[config.mk]
export PLATFORM = sky130hd
export DESIGN_NAME = signal_frame_receiver
export DESIGN_NICKNAME = d
export VERILOG_FILES = /design/src/rtl/core/sfr_pkg.sv /design/src/rtl/core/sfr_in_reg.sv /design/src/rtl/core/sfr_core.sv /design/src/rtl/core/sfr_out_reg.sv /design/src/rtl/core/signal_frame_receiver.sv
export SDC_FILE = /design/constraint.sdc
export NUM_CORES = 1
export LEC_CHECK = 0
export BUFFER_PORTS_ARGS = -buffer_cell sky130_fd_sc_hd__buf_2
export CAP_MARGIN = 20
export CORE_ASPECT_RATIO = 1.25
export CORE_MARGIN = 2
export CORE_UTILIZATION = 40
export CTS_BUF_LIST = sky130_fd_sc_hd__clkbuf_4 sky130_fd_sc_hd__clkbuf_8
export DETAILED_ROUTE_END_ITERATION = 10
export GPL_ROUTABILITY_DRIVEN = 0
export GPL_TIMING_DRIVEN = 0
export PLACE_DENSITY_LB_ADDON = 0.2
export REMOVE_ABC_BUFFERS = 1
export SLEW_MARGIN = 20
export SYNTH_ARGS = -nofsm -noshare
export SYNTH_HDL_FRONTEND = slang
export SYNTH_SLANG_ARGS = --single-unit
[constraint.sdc]
create_clock -name clk -period 5.4 [get_ports clk]
set_input_delay 0.54 -clock clk [delete_from_list [all_inputs] [get_ports clk]]
set_output_delay 0.54 -clock clk [all_outputs]
set_load 0.05 [all_outputs]
[src/rtl/core/sfr_pkg.sv]
// Shared types, constants and the CRC-16 byte update for the signal frame receiver.
package sfr_pkg;

  localparam logic [7:0]  ESC_BYTE    = 8'h5c;
  localparam logic [7:0]  FLAG_BYTE   = 8'h7e;
  localparam logic [7:0]  ESC_ALT     = 8'h7d;
  localparam logic [15:0] MIN_FRAME   = 16'd17;
  localparam logic [15:0] CRC_POLY    = 16'h1005;
  localparam logic [15:0] CRC_INIT    = 16'h0000;
  localparam logic [15:0] LEN_OVERHEAD = 16'd4;
  localparam int          HDR_BYTES   = 13;
  localparam int          TAIL_BYTES  = 3;

  localparam int CFG_INDEX_W = 1;
  localparam logic [CFG_INDEX_W-1:0] CFG_ESCAPE_ENABLE    = 1'd0;
  localparam logic [CFG_INDEX_W-1:0] CFG_CRC_CHECK_ENABLE = 1'd1;

  typedef enum logic [1:0] {
    STATUS_OK        = 2'd0,
    STATUS_TOO_SHORT = 2'd1,
    STATUS_LEN_ERR   = 2'd2,
    STATUS_CRC_ERR   = 2'd3
  } status_t;

  typedef struct packed {
    logic [7:0] rx_byte;
    logic       frame_end;
  } in_word_t;

  typedef struct packed {
    status_t     status;
    logic [15:0] length_field;
    logic [15:0] proto_version;
    logic [7:0]  center_id;
    logic [31:0] controller_id;
    logic [7:0]  crossing_id;
    logic [7:0]  seq_number;
    logic [7:0]  frame_type;
    logic [7:0]  item_count;
    logic [15:0] received_crc;
    logic [15:0] computed_crc;
  } result_t;

  typedef struct packed {
    logic [15:0]                     index;
    logic [15:0]                     crc;
    logic [TAIL_BYTES-1:0][7:0]      tail;
    logic [HDR_BYTES-1:0][7:0]       header;
  } plain_t;

  // MSB-first CRC-16 update by one byte
  function automatic logic [15:0] crc_byte(logic [15:0] crc, logic [7:0] b);
    logic [15:0] c;
    c = crc ^ {b, 8'h00};
    for (int i = 0; i < 8; i++) begin
      if (c[15]) begin
        c = {c[14:0], 1'b0} ^ CRC_POLY;
      end else begin
        c = {c[14:0], 1'b0};
      end
    end
    return c;
  endfunction

endpackage

[src/rtl/core/sfr_in_reg.sv]
// Input word register of the signal frame receiver.
module sfr_in_reg (
  input  logic              clk,
  input  logic              rst,
  input  logic              in_valid,
  output logic              in_ready,
  input  sfr_pkg::in_word_t in_word,
  input  logic              take,
  output logic              word_valid,
  output sfr_pkg::in_word_t word
);
  import sfr_pkg::*;

  // free when empty or when the held word moves on this cycle
  assign in_ready = !word_valid || take;

  always_ff @(posedge clk) begin
    if (rst) begin
      word_valid <= 1'b0;
    end else if (in_ready) begin
      word_valid <= in_valid;
    end
  end

  always_ff @(posedge clk) begin
    if (in_valid && in_ready) begin
      word <= in_word;
    end
  end

endmodule

[src/rtl/core/sfr_core.sv]
// Unstuffing, header capture, CRC and status evaluation for one byte per cycle whenever advance is high.
module sfr_core (
  input  logic                                clk,
  input  logic                                rst,
  input  logic                                cfg_valid,
  input  logic [sfr_pkg::CFG_INDEX_W-1:0]     cfg_index,
  input  logic                                cfg_data,
  input  logic                                advance,
  input  sfr_pkg::in_word_t                   word,
  output logic                                result_load,
  output sfr_pkg::result_t                    result
);
  import sfr_pkg::*;

  logic        escape_enable;
  logic        crc_check_enable;
  logic [15:0] raw_count;
  logic [15:0] raw_count_next;
  logic [15:0] raw_len;
  logic [15:0] raw_len_next;
  logic        escape_pending;
  logic        escape_pending_next;
  plain_t      plain;
  plain_t      plain_mid;
  plain_t      plain_next;
  logic        is_class;
  logic        dropped;
  logic        push_esc;
  logic [15:0] received;

  function automatic plain_t push_plain(plain_t s, logic [7:0] b);
    plain_t r;
    r = s;
    for (int i = 0; i < HDR_BYTES; i++) begin
      if (s.index == 16'(i + 1)) begin
        r.header[i] = b;
      end
    end
    if (s.index >= 16'd4) begin
      r.crc = crc_byte(s.crc, s.tail[0]);
    end
    r.tail[0] = s.tail[1];
    r.tail[1] = s.tail[2];
    r.tail[2] = b;
    if (s.index != 16'hffff) begin
      r.index = s.index + 16'd1;
    end
    return r;
  endfunction

  always_ff @(posedge clk) begin
    if (rst) begin
      escape_enable    <= 1'b1;
      crc_check_enable <= 1'b1;
    end else if (cfg_valid) begin
      unique case (cfg_index)
        CFG_ESCAPE_ENABLE:    escape_enable    <= cfg_data;
        CFG_CRC_CHECK_ENABLE: crc_check_enable <= cfg_data;
        default: ;
      endcase
    end
  end

  always_comb begin
    raw_count_next = (raw_count != 16'hffff) ? raw_count + 16'd1 : raw_count;
    raw_len_next   = raw_len;
    if (raw_count == 16'd1) begin
      raw_len_next[15:8] = word.rx_byte;
    end else if (raw_count == 16'd2) begin
      raw_len_next[7:0] = word.rx_byte;
    end

    is_class = (word.rx_byte == FLAG_BYTE) || (word.rx_byte == ESC_ALT)
            || (word.rx_byte == ESC_BYTE);
    dropped  = escape_pending && escape_enable && is_class;
    push_esc = escape_pending && !dropped;
    escape_pending_next = !dropped && escape_enable && (word.rx_byte == ESC_BYTE)
                       && (raw_count != 16'd0) && !word.frame_end;

    plain_mid  = push_esc ? push_plain(plain, ESC_BYTE) : plain;
    plain_next = escape_pending_next ? plain_mid : push_plain(plain_mid, word.rx_byte);
  end

  always_comb begin
    received = {plain_next.tail[0], plain_next.tail[1]};
    if (raw_count_next < MIN_FRAME) begin
      result.status = STATUS_TOO_SHORT;
    end else if (raw_len_next != raw_count_next - LEN_OVERHEAD) begin
      result.status = STATUS_LEN_ERR;
    end else if (crc_check_enable && (plain_next.crc != received)) begin
      result.status = STATUS_CRC_ERR;
    end else begin
      result.status = STATUS_OK;
    end
    result.length_field  = {plain_next.header[0], plain_next.header[1]};
    result.proto_version = {plain_next.header[2], plain_next.header[3]};
    result.center_id     = plain_next.header[4];
    result.controller_id = {plain_next.header[5], plain_next.header[6],
                            plain_next.header[7], plain_next.header[8]};
    result.crossing_id   = plain_next.header[9];
    result.seq_number    = plain_next.header[10];
    result.frame_type    = plain_next.header[11];
    result.item_count    = plain_next.header[12];
    result.received_crc  = received;
    result.computed_crc  = plain_next.crc;
  end

  assign result_load = advance && word.frame_end;

  // frame state: clear at reset and after the last byte of a frame
  always_ff @(posedge clk) begin
    if (rst || result_load) begin
      raw_count      <= '0;
      raw_len        <= '0;
      escape_pending <= 1'b0;
      plain          <= '{index: '0, crc: CRC_INIT, tail: '0, header: '0};
    end else if (advance) begin
      raw_count      <= raw_count_next;
      raw_len        <= raw_len_next;
      escape_pending <= escape_pending_next;
      plain          <= plain_next;
    end
  end

endmodule

[src/rtl/core/sfr_out_reg.sv]
// Result register of the signal frame receiver.
module sfr_out_reg (
  input  logic             clk,
  input  logic             rst,
  input  logic             load,
  input  sfr_pkg::result_t result_in,
  output logic             free,
  output logic             out_valid,
  input  logic             out_ready,
  output sfr_pkg::result_t result_out
);
  import sfr_pkg::*;

  assign free = !out_valid || out_ready;

  always_ff @(posedge clk) begin
    if (rst) begin
      out_valid <= 1'b0;
    end else if (free) begin
      out_valid <= load;
    end
  end

  always_ff @(posedge clk) begin
    if (load && free) begin
      result_out <= result_in;
    end
  end

endmodule

[src/rtl/core/signal_frame_receiver.sv]
// Top level of the signal frame receiver: byte-stuffed frame deframer with CRC-16 check.
//
// Usage:
//   Input channel (in_valid/in_ready): one raw frame byte per word on rx_byte,
//   frame_end high on the last byte of a frame. Every byte is taken; only the
//   last byte of a frame produces an output word.
//   Output channel (out_valid/out_ready): one word per frame carrying status
//   (ok, too short, length mismatch, crc mismatch) and the captured header,
//   received CRC and computed CRC.
//   Config channel (cfg_valid/cfg_ready/cfg_index/cfg_data): index 0 is
//   escape_enable, index 1 is crc_check_enable; always ready, write only
//   while no frame is in progress.
// Timing: one byte per cycle sustained while no last byte waits for room in the
//   result register. A frame's last byte is loaded into the input register
//   when accepted and then, through the unstuff/CRC logic, into the result
//   register that drives the output. The rate is set by the byte-wide CRC
//   update feeding the frame state registers.
// Reset: both config bits go to 1, frame state clears, both channels empty.
// Stall: while a result waits on out_ready, ordinary bytes keep flowing; a
//   next last byte holds in the input register until the result is taken.
module signal_frame_receiver (
  input  logic                            clk,
  input  logic                            rst,
  input  logic                            in_valid,
  output logic                            in_ready,
  input  logic [7:0]                      rx_byte,
  input  logic                            frame_end,
  output logic                            out_valid,
  input  logic                            out_ready,
  output logic [1:0]                      status,
  output logic [15:0]                     length_field,
  output logic [15:0]                     proto_version,
  output logic [7:0]                      center_id,
  output logic [31:0]                     controller_id,
  output logic [7:0]                      crossing_id,
  output logic [7:0]                      seq_number,
  output logic [7:0]                      frame_type,
  output logic [7:0]                      item_count,
  output logic [15:0]                     received_crc,
  output logic [15:0]                     computed_crc,
  input  logic                            cfg_valid,
  output logic                            cfg_ready,
  input  logic [sfr_pkg::CFG_INDEX_W-1:0] cfg_index,
  input  logic                            cfg_data
);
  import sfr_pkg::*;

  in_word_t in_word;
  in_word_t word;
  logic     word_valid;
  logic     advance;
  logic     out_free;
  logic     result_load;
  result_t  result;
  result_t  result_q;

  assign in_word.rx_byte   = rx_byte;
  assign in_word.frame_end = frame_end;

  // config writes are always accepted and registered in the core
  assign cfg_ready = 1'b1;

  // advance a held word; a last byte waits for room in the result register
  assign advance = word_valid && (!word.frame_end || out_free);

  sfr_in_reg u_in_reg (
    .clk        (clk),
    .rst        (rst),
    .in_valid   (in_valid),
    .in_ready   (in_ready),
    .in_word    (in_word),
    .take       (advance),
    .word_valid (word_valid),
    .word       (word)
  );

  sfr_core u_core (
    .clk         (clk),
    .rst         (rst),
    .cfg_valid   (cfg_valid),
    .cfg_index   (cfg_index),
    .cfg_data    (cfg_data),
    .advance     (advance),
    .word        (word),
    .result_load (result_load),
    .result      (result)
  );

  sfr_out_reg u_out_reg (
    .clk        (clk),
    .rst        (rst),
    .load       (result_load),
    .result_in  (result),
    .free       (out_free),
    .out_valid  (out_valid),
    .out_ready  (out_ready),
    .result_out (result_q)
  );

  assign status        = result_q.status;
  assign length_field  = result_q.length_field;
  assign proto_version = result_q.proto_version;
  assign center_id     = result_q.center_id;
  assign controller_id = result_q.controller_id;
  assign crossing_id   = result_q.crossing_id;
  assign seq_number    = result_q.seq_number;
  assign frame_type    = result_q.frame_type;
  assign item_count    = result_q.item_count;
  assign received_crc  = result_q.received_crc;
  assign computed_crc  = result_q.computed_crc;

endmodule
Word-level counts from Yosys, hierarchy flattened
Cells that the tools add are included.
{ "op_classes": {"div_mod_pow": 0, "order_cmp": 3, "n_mux": 68, "shift": 0, "bitwise_logic": 19, "add_sub_neg": 4, "n_reduce_logical": 25, "n_eq_ne": 36, "multipliers": 0} }
{ "ops": {"columns": ["cell", "n"], "rows": [
  ["160-bit two-way mux", 2],
  ["16-bit two-way mux", 19],
  ["8-bit two-way mux", 29],
  ["13-bit two-way mux", 16],
  ["16-bit by 4-bit equality test with 1-bit output (second input constant)", 12],
  ["16-bit by 3-bit equality test with 1-bit output (second input constant)", 8],
  ["16-bit by 2-bit equality test with 1-bit output (second input constant)", 5],
  ["16-bit by 1-bit adder with 16-bit output (second input constant)", 3],
  ["16-bit by 1-bit equality test with 1-bit output (second input constant)", 3],
  ["16-bit inequality test (second input constant)", 3],
  ["3-bit inverter", 16],
  ["16-bit by 3-bit greater-or-equal comparator with 1-bit output (second input constant)", 2],
  ["16-bit inequality test", 2],
  ["16-bit XOR", 2],
  ["8-bit by 7-bit equality test with 1-bit output (second input constant)", 3],
  ["16-bit by 5-bit less-than comparator with 1-bit output (second input constant)", 1],
  ["16-bit nonzero test", 1],
  ["16-bit by 3-bit subtractor with 16-bit output (second input constant)", 1],
  ["1-bit logical AND", 12],
  ["1-bit logical OR", 6],
  ["1-bit logical NOT", 4],
  ["2-bit two-way mux", 2],
  ["2-bit AND reduction", 2],
  ["1-bit inverter", 1]
]} }
{ "word_totals": {"ram_bits": 0, "regBits": 344, "elab_cells": 193, "rom_bits": 0, "out_inout_bits": 141, "memories": 0, "latch_bits": 0} }

Longest topological paths before layout
{ "logic_depth": {"ltp_word": 56, "ltp_mapped": 17} }

By module
Synthesis repeated with hierarchy kept, for this count alone.
{ "hier_totals": {"cells_unflattened": 2023, "area_unflattened_um2": 18615.4} }
{ "modules_own_cells": {"columns": ["mod", "instances", "cells_per_inst", "area_each_um2"], "rows": [
  ["sfr_core", 1, 1862, 14068.5],
  ["sfr_out_reg", 1, 143, 4199.0],
  ["sfr_in_reg", 1, 14, 325.3],
  ["signal_frame_receiver", 1, 4, 22.5]
]} }

Worst setup path after synthesis
Ideal clock, no wire load.
{ "synth_path": {"path_kind": "reg2reg", "from": "register u_out_reg.out_valid", "to": "register u_core.plain[101] in the netlist's numbering", "setup_slack_ps": -22, "path_stages_with_launch": 9, "t_arrival_ps": 5295, "path_cell_list": "dfxtp_1 > nor2b_1 > nand2_1 > and3_1 > or2_2 > clkbuf_1 > clkbuf_1 > buf_1 > nor2_1"} }
{ "synth_between": {"elab_chain_cells": 6} }
{ "synth_lines": {"columns": ["element", "line_no", "source"], "rows": [
  ["start: declaration", "sfr_out_reg.sv:8", "output logic out_valid,"],
  ["start signal: assignment", "sfr_out_reg.sv:20", "out_valid <= load;"],
  ["1-bit logical NOT (*)", "sfr_out_reg.sv:14", "assign free = !out_valid || out_ready;"],
  ["1-bit logical OR (*)", "sfr_out_reg.sv:14", null],
  ["1-bit logical OR (*)", "signal_frame_receiver.sv:64", "assign advance = word_valid && (!word.frame_end || out_free);"],
  ["1-bit logical AND (*)", "signal_frame_receiver.sv:64", null],
  ["1-bit logical AND", "sfr_core.sv:108", "assign result_load = advance && word.frame_end;"],
  ["1-bit logical OR", "sfr_core.sv:112", "if (rst || result_load) begin"],
  ["end signal: assignment", "sfr_core.sv:116", "plain <= '{index: '0, crc: CRC_INIT, tail: '0, header: '0};"],
  ["end signal: assignment", "sfr_core.sv:121", "plain <= plain_next;"],
  ["end: declaration", "sfr_core.sv:23", "plain_t plain;"]
]} }
Every way passes the cells marked *; elsewhere a longest branch is shown, timed or not.
A chain may end at the register's enable or synchronous reset.

Worst setup path after layout
{ "layout_path": {"from": "register u_core.plain[149] in the netlist's numbering", "to": "register u_out_reg.result_out[137] in the netlist's numbering, data pin"} }
{ "layout_between": {"elab_chain_cells": 26} }
{ "layout_lines": {"columns": ["element", "line_no", "source"], "rows": [
  ["16-bit by 3-bit greater-or-equal comparator with 1-bit output", "sfr_core.sv:39", "if (s.index >= 16'd4) begin"],
  ["16-bit two-way mux", "sfr_core.sv:39", null],
  ["160-bit two-way mux (*)", "sfr_core.sv:80", "plain_mid = push_esc ? push_plain(plain, ESC_BYTE) : plain;"],
  ["16-bit XOR", "sfr_pkg.sv:54", "c = crc ^ {b, 8'h00};"],
  ["13-bit two-way mux / 3-bit inverter (equally long branches)", null, null],
  ["16-bit two-way mux / 13-bit two-way mux (equally long branches)", "sfr_core.sv:39, sfr_pkg.sv:56", null],
  ["13-bit two-way mux, or another cell as far along", "sfr_pkg.sv:56", "if (c[15]) begin"],
  ["16-bit two-way mux / 13-bit two-way mux (equally long branches)", "sfr_core.sv:39, sfr_pkg.sv:56", null],
  ["(+10 left out)", null, null],
  ["16-bit two-way mux / 3-bit inverter (equally long branches)", null, null],
  ["13-bit two-way mux", "sfr_pkg.sv:56", null],
  ["16-bit two-way mux", "sfr_core.sv:39", null],
  ["160-bit two-way mux (*)", "sfr_core.sv:81", "plain_next = escape_pending_next ? plain_mid : push_plain(plain_mid, word.rx_byte);"],
  ["16-bit inequality test (*)", "sfr_core.sv:90", "end else if (crc_check_enable && (plain_next.crc != received)) begin"],
  ["1-bit logical AND (*)", "sfr_core.sv:90", null],
  ["2-bit two-way mux (*)", "sfr_core.sv:90", null],
  ["2-bit two-way mux (*)", "sfr_core.sv:88", "end else if (raw_len_next != raw_count_next - LEN_OVERHEAD) begin"],
  ["end signal: assignment", "sfr_out_reg.sv:26", "result_out <= result_in;"],
  ["end: declaration", "sfr_out_reg.sv:10", "output sfr_pkg::result_t result_out"]
]} }
Every way passes the cells marked *; elsewhere a longest branch is shown, timed or not. The select of a mux whose other input is x is not followed.

==> flow_summary_export.csv <==
group,metric,value,unit
worst_setup_path,critPathMaxStageDelay,0.83,ns
timing,finClkSkew,0.0463,ns
cts,root_buffer,"clkbuf_8",
synth,synth.area.top_cells,"edfxtp_1, dfxtp_1, nand2_1",
timing,setup_tns,0,ns
synth,syn_area,17300,um^2
floorplan,io_pins,157,
synth,async_flop_share,0,
worst_setup_path,cp_top_family,"compound AO/OA/AOI/OAI gates",
synth,synth_area_per_cell,8.69,um^2
floorplan,coreArea,42900,um^2
synth,synth-edff-count,147,
synth,yosys_most_used_dff,"dfxtp_1",
synth,ys_types,77,
detailed_routing,viasPerCell,5.43,
floorplan,die_h,236,um
detailed_routing,wl_per_cell,18.0,um
worst_setup_path,cp-end-kind,"flop",
timing,slew_headroom,0.306,
placed_design,portBuffers,155,
synth,netlist.area_leader.share,0.256,
layout,drive_gt1_frac,0.160,
timing,max_freq,194,MHz
status,outcome,"complete, no violations",
detailed_routing,vias,14700,
global_routing,grt_max_degree,64,
flow_run,maxCapViolCount,0,
detailed_routing,drcViolationCount,0,
power,p_leak,7.13,nW
floorplan,die_w,190,um
cts,clockBufferDepth,3,
worst_setup_path,reg2reg_slack,0.24,ns
worst_setup_path,critPathLaunchType,"flop",
synth,ys_seq_area_frac,0.484,
cts,clkLatencyLatePin,0.64,ns
layout,area_growth,15.8,%
worst_setup_path,path_buf_inv,0,
worst_setup_path,required,5.71,ns
worst_setup_path,cp_slowest_cell,"or4_1",
global_routing,antenna_found_initial,1,
cts,hold_buffers,0,
cts,clock_tree.htree_level_count,2,
timing,fin_crit_sh,0.955,
cts,cts_tree,"yes",
timing,setup_viol,0,
cts,cts_sinks,344,
synth,synth_top_area_cell,"edfxtp_1",
cts,clk_pin_slew_worst_paths,0.06,ns
timing,rsz0062_at_grt,"false",
synth,synthCells,1985,
detailed_routing,ant_nets,0,
cts,cts_inserted_buffers,54,
worst_setup_path,cp_data_arrival_time,5.46,ns
power,p_per_area,286,nW/um^2
timing,fin_hold_ws,0.113,ns
hold_path,worstHoldPathType,"in2reg",
power,vdd_drop_max,178,uV
global_routing,grtUsageTotal,0.216,
timing,fin_crit,5.16,ns
layout,fin_nets,2125,
worst_setup_path,crit_path_max_fanout,19,
timing,drv_slew,0,
detailed_routing,wl,48800,um
layout,postLayoutCellArea,20000,um^2
layout,fillers,4080,
placed_design,dpl.hpwl,33000,um
timing,tightest_slew,1.03,ns
global_routing,grt_pass1_vias,13900,
detailed_routing,drtPass1Iterations,6,
detailed_routing,first_iter_violations,1261,
floorplan,std_cell_rows,85,
floorplan,start_util,0.403,
worst_setup_path,path_class,"reg2reg",
worst_setup_path,crit_chain,"or4_4, or4_1, a21oi_4, a221o_1, a22oi_4, xnor2_2, xnor2_1, nor2_1, a2111oi_2, o2111ai_1, o41ai_2, a21oi_1",
global_routing,grt_pass1_wl,77000,um
synth,synth_seq_cells,344,
global_routing,grt_overflow,0,
placed_design,dpl_cell_area,18600,um^2
floorplan,dieArea,44800,um^2
synth,yosys_warnings,0,
timing,final-hold-violation-count,0,
Yosys cell counts (4+ instances only):
| library cell | n |
|---|---|
| or4_1 | 8 |
| nand3b_1 | 5 |
| nor3_1 | 25 |
| mux2i_1 | 46 |
| dfxtp_1 | 197 |
| o221a_2 | 12 |
| and3_1 | 30 |
| nand2_1 | 336 |
| clkbuf_1 | 106 |
| edfxtp_1 | 147 |
| nand4_1 | 22 |
| a22oi_1 | 22 |
| o221ai_1 | 6 |
| a21oi_1 | 226 |
| a211oi_1 | 17 |
| or3_1 | 9 |
| o22a_1 | 5 |
| nor2b_1 | 8 |
| and4_1 | 6 |
| inv_1 | 38 |
| o31ai_1 | 8 |
| xor2_1 | 46 |
| and2_1 | 11 |
| o22ai_1 | 5 |
| buf_2 | 11 |
| or2_2 | 10 |
| xnor2_1 | 81 |
| a221o_1 | 4 |
| o21a_1 | 5 |
| a31oi_1 | 6 |
| o21ai_1 | 37 |
| buf_1 | 17 |
| nand3_1 | 93 |
| nand2b_1 | 12 |
| o21ai_0 | 73 |
| ha_1 | 13 |
| nor2_1 | 221 |
| nor4_1 | 9 |
final timing paths:
path | startpoint | to | cells after the start
max reg2reg | u_core.plain[149]$_SDFFE_PP0P_ | u_out_reg.result_out[137]$_SDFFCE_PN0P_ | 12
max | u_core.plain[149]$_SDFFE_PP0P_ | u_out_reg.result_out[137]$_SDFFCE_PN0P_ | 12
min reg2reg | u_core.plain[76]$_SDFFE_PP0P_ | u_core.plain[76]$_SDFFE_PP0P_ | 2
min | rx_byte[6] | u_in_reg.word[7]$_DFFE_PP_ | 1
registers in the layout, summed over array words and instances, names as in the netlist:
register,cells
u_core.escape_enable,1
u_core.crc_check_enable,1
u_in_reg.word,9
u_core.plain,160
u_out_reg.out_valid,1
u_core.raw_count,16
u_out_reg.result_out,138
u_core.escape_pending,1
u_in_reg.word_valid,1
u_core.raw_len,16
stage by stage:
step / setup slack [ns] / total power [mW] / cells / utilization
global placement: -5.22 / 3.39 / 2568 / 0.424
CTS: 0.0685 / 5.79 / 2703 / 0.465
global route: 0.0898 / 5.95 / 2708 / 0.466
floorplan: -0.966 / 3.22 / 1848 / -
finish: 0.245 / 5.72 / 2708 / 0.466
detailed placement: -1.16 / 3.41 / 2589 / 0.435
cell families after synthesis:
family                   synth area share
AO/OA/AOI/OAI                       0.157
XOR/XNOR                           0.0699
adder cells (fa/ha/maj)           0.00943
buffers and inverters              0.0397
flip-flops                          0.484
multiplexers                       0.0286
other                            0.000217
AND/OR/NAND/NOR                     0.210
layer usage:
layer / global-route usage / vias up / wire length, um
li1: - / 7172 / -
met1: 0.284 / 6941 / 21200
met2: 0.362 / 506 / 23500
met3: 0.0302 / 93 / 2580
met4: 0.0756 / 0 / 1440
met5: 0 / - / 0
cell usage in the layout, fill, tap and decap left out, types with 8 or more instances in the layout:
cell type    n
nor2_1     219
buf_2      157
o21ai_1     34
clkinv_2    12
clkinv_1    10
nand2_1    334
edfxtp_1   147
inv_1       37
and2_1      10
nor2b_1      8
o221a_2     12
or2_2        9
nand2b_1    12
nand3_1     92
a211oi_1    17
clkbuf_4    12
dfxtp_1    195
a21oi_1    226
nor3_1      25
mux2i_1     46
ha_1        12
a22oi_1     22
buf_4       17
xnor2_1     81
clkbuf_8    61
xor2_1      46
nand4_1     22
or3_1        9
and3_1      29
o21ai_0     73
power by group:
part	leakage, nW	switching (mW)	internal (mW)
clock	0.616	1.08	1.27
combinational	3.56	0.406	0.164
sequential	2.95	0.0410	2.76
total	7.13	1.53	4.20
cell type report:
| type | count | area (um^2) | area share |
|---|---|---|---|
| Clock inverter | 29 | 231 | 0.0116 |
| Inverter | 38 | 146 | 0.00733 |
| Tap cell | 565 | 707 | 0.0354 |
| Clock buffer | 73 | 930 | 0.0465 |
| Antenna cell | 1 | 2.50 | 0.000125 |
| Multi-Input combinational cell | 1466 | 8330 | 0.417 |
| Timing Repair Buffer | 192 | 1270 | 0.0638 |
| Sequential cell | 344 | 8360 | 0.418 |
what timing repair did:
item                                    4_1_cts  5_1_grt
resized for setup                             7        5
cloned                                        0        0
pin swaps                                     1        0
setup buffers                                12        4
endpoints found under the setup margin      181       25
No activity file was read; power rests on OpenSTA's default activity.
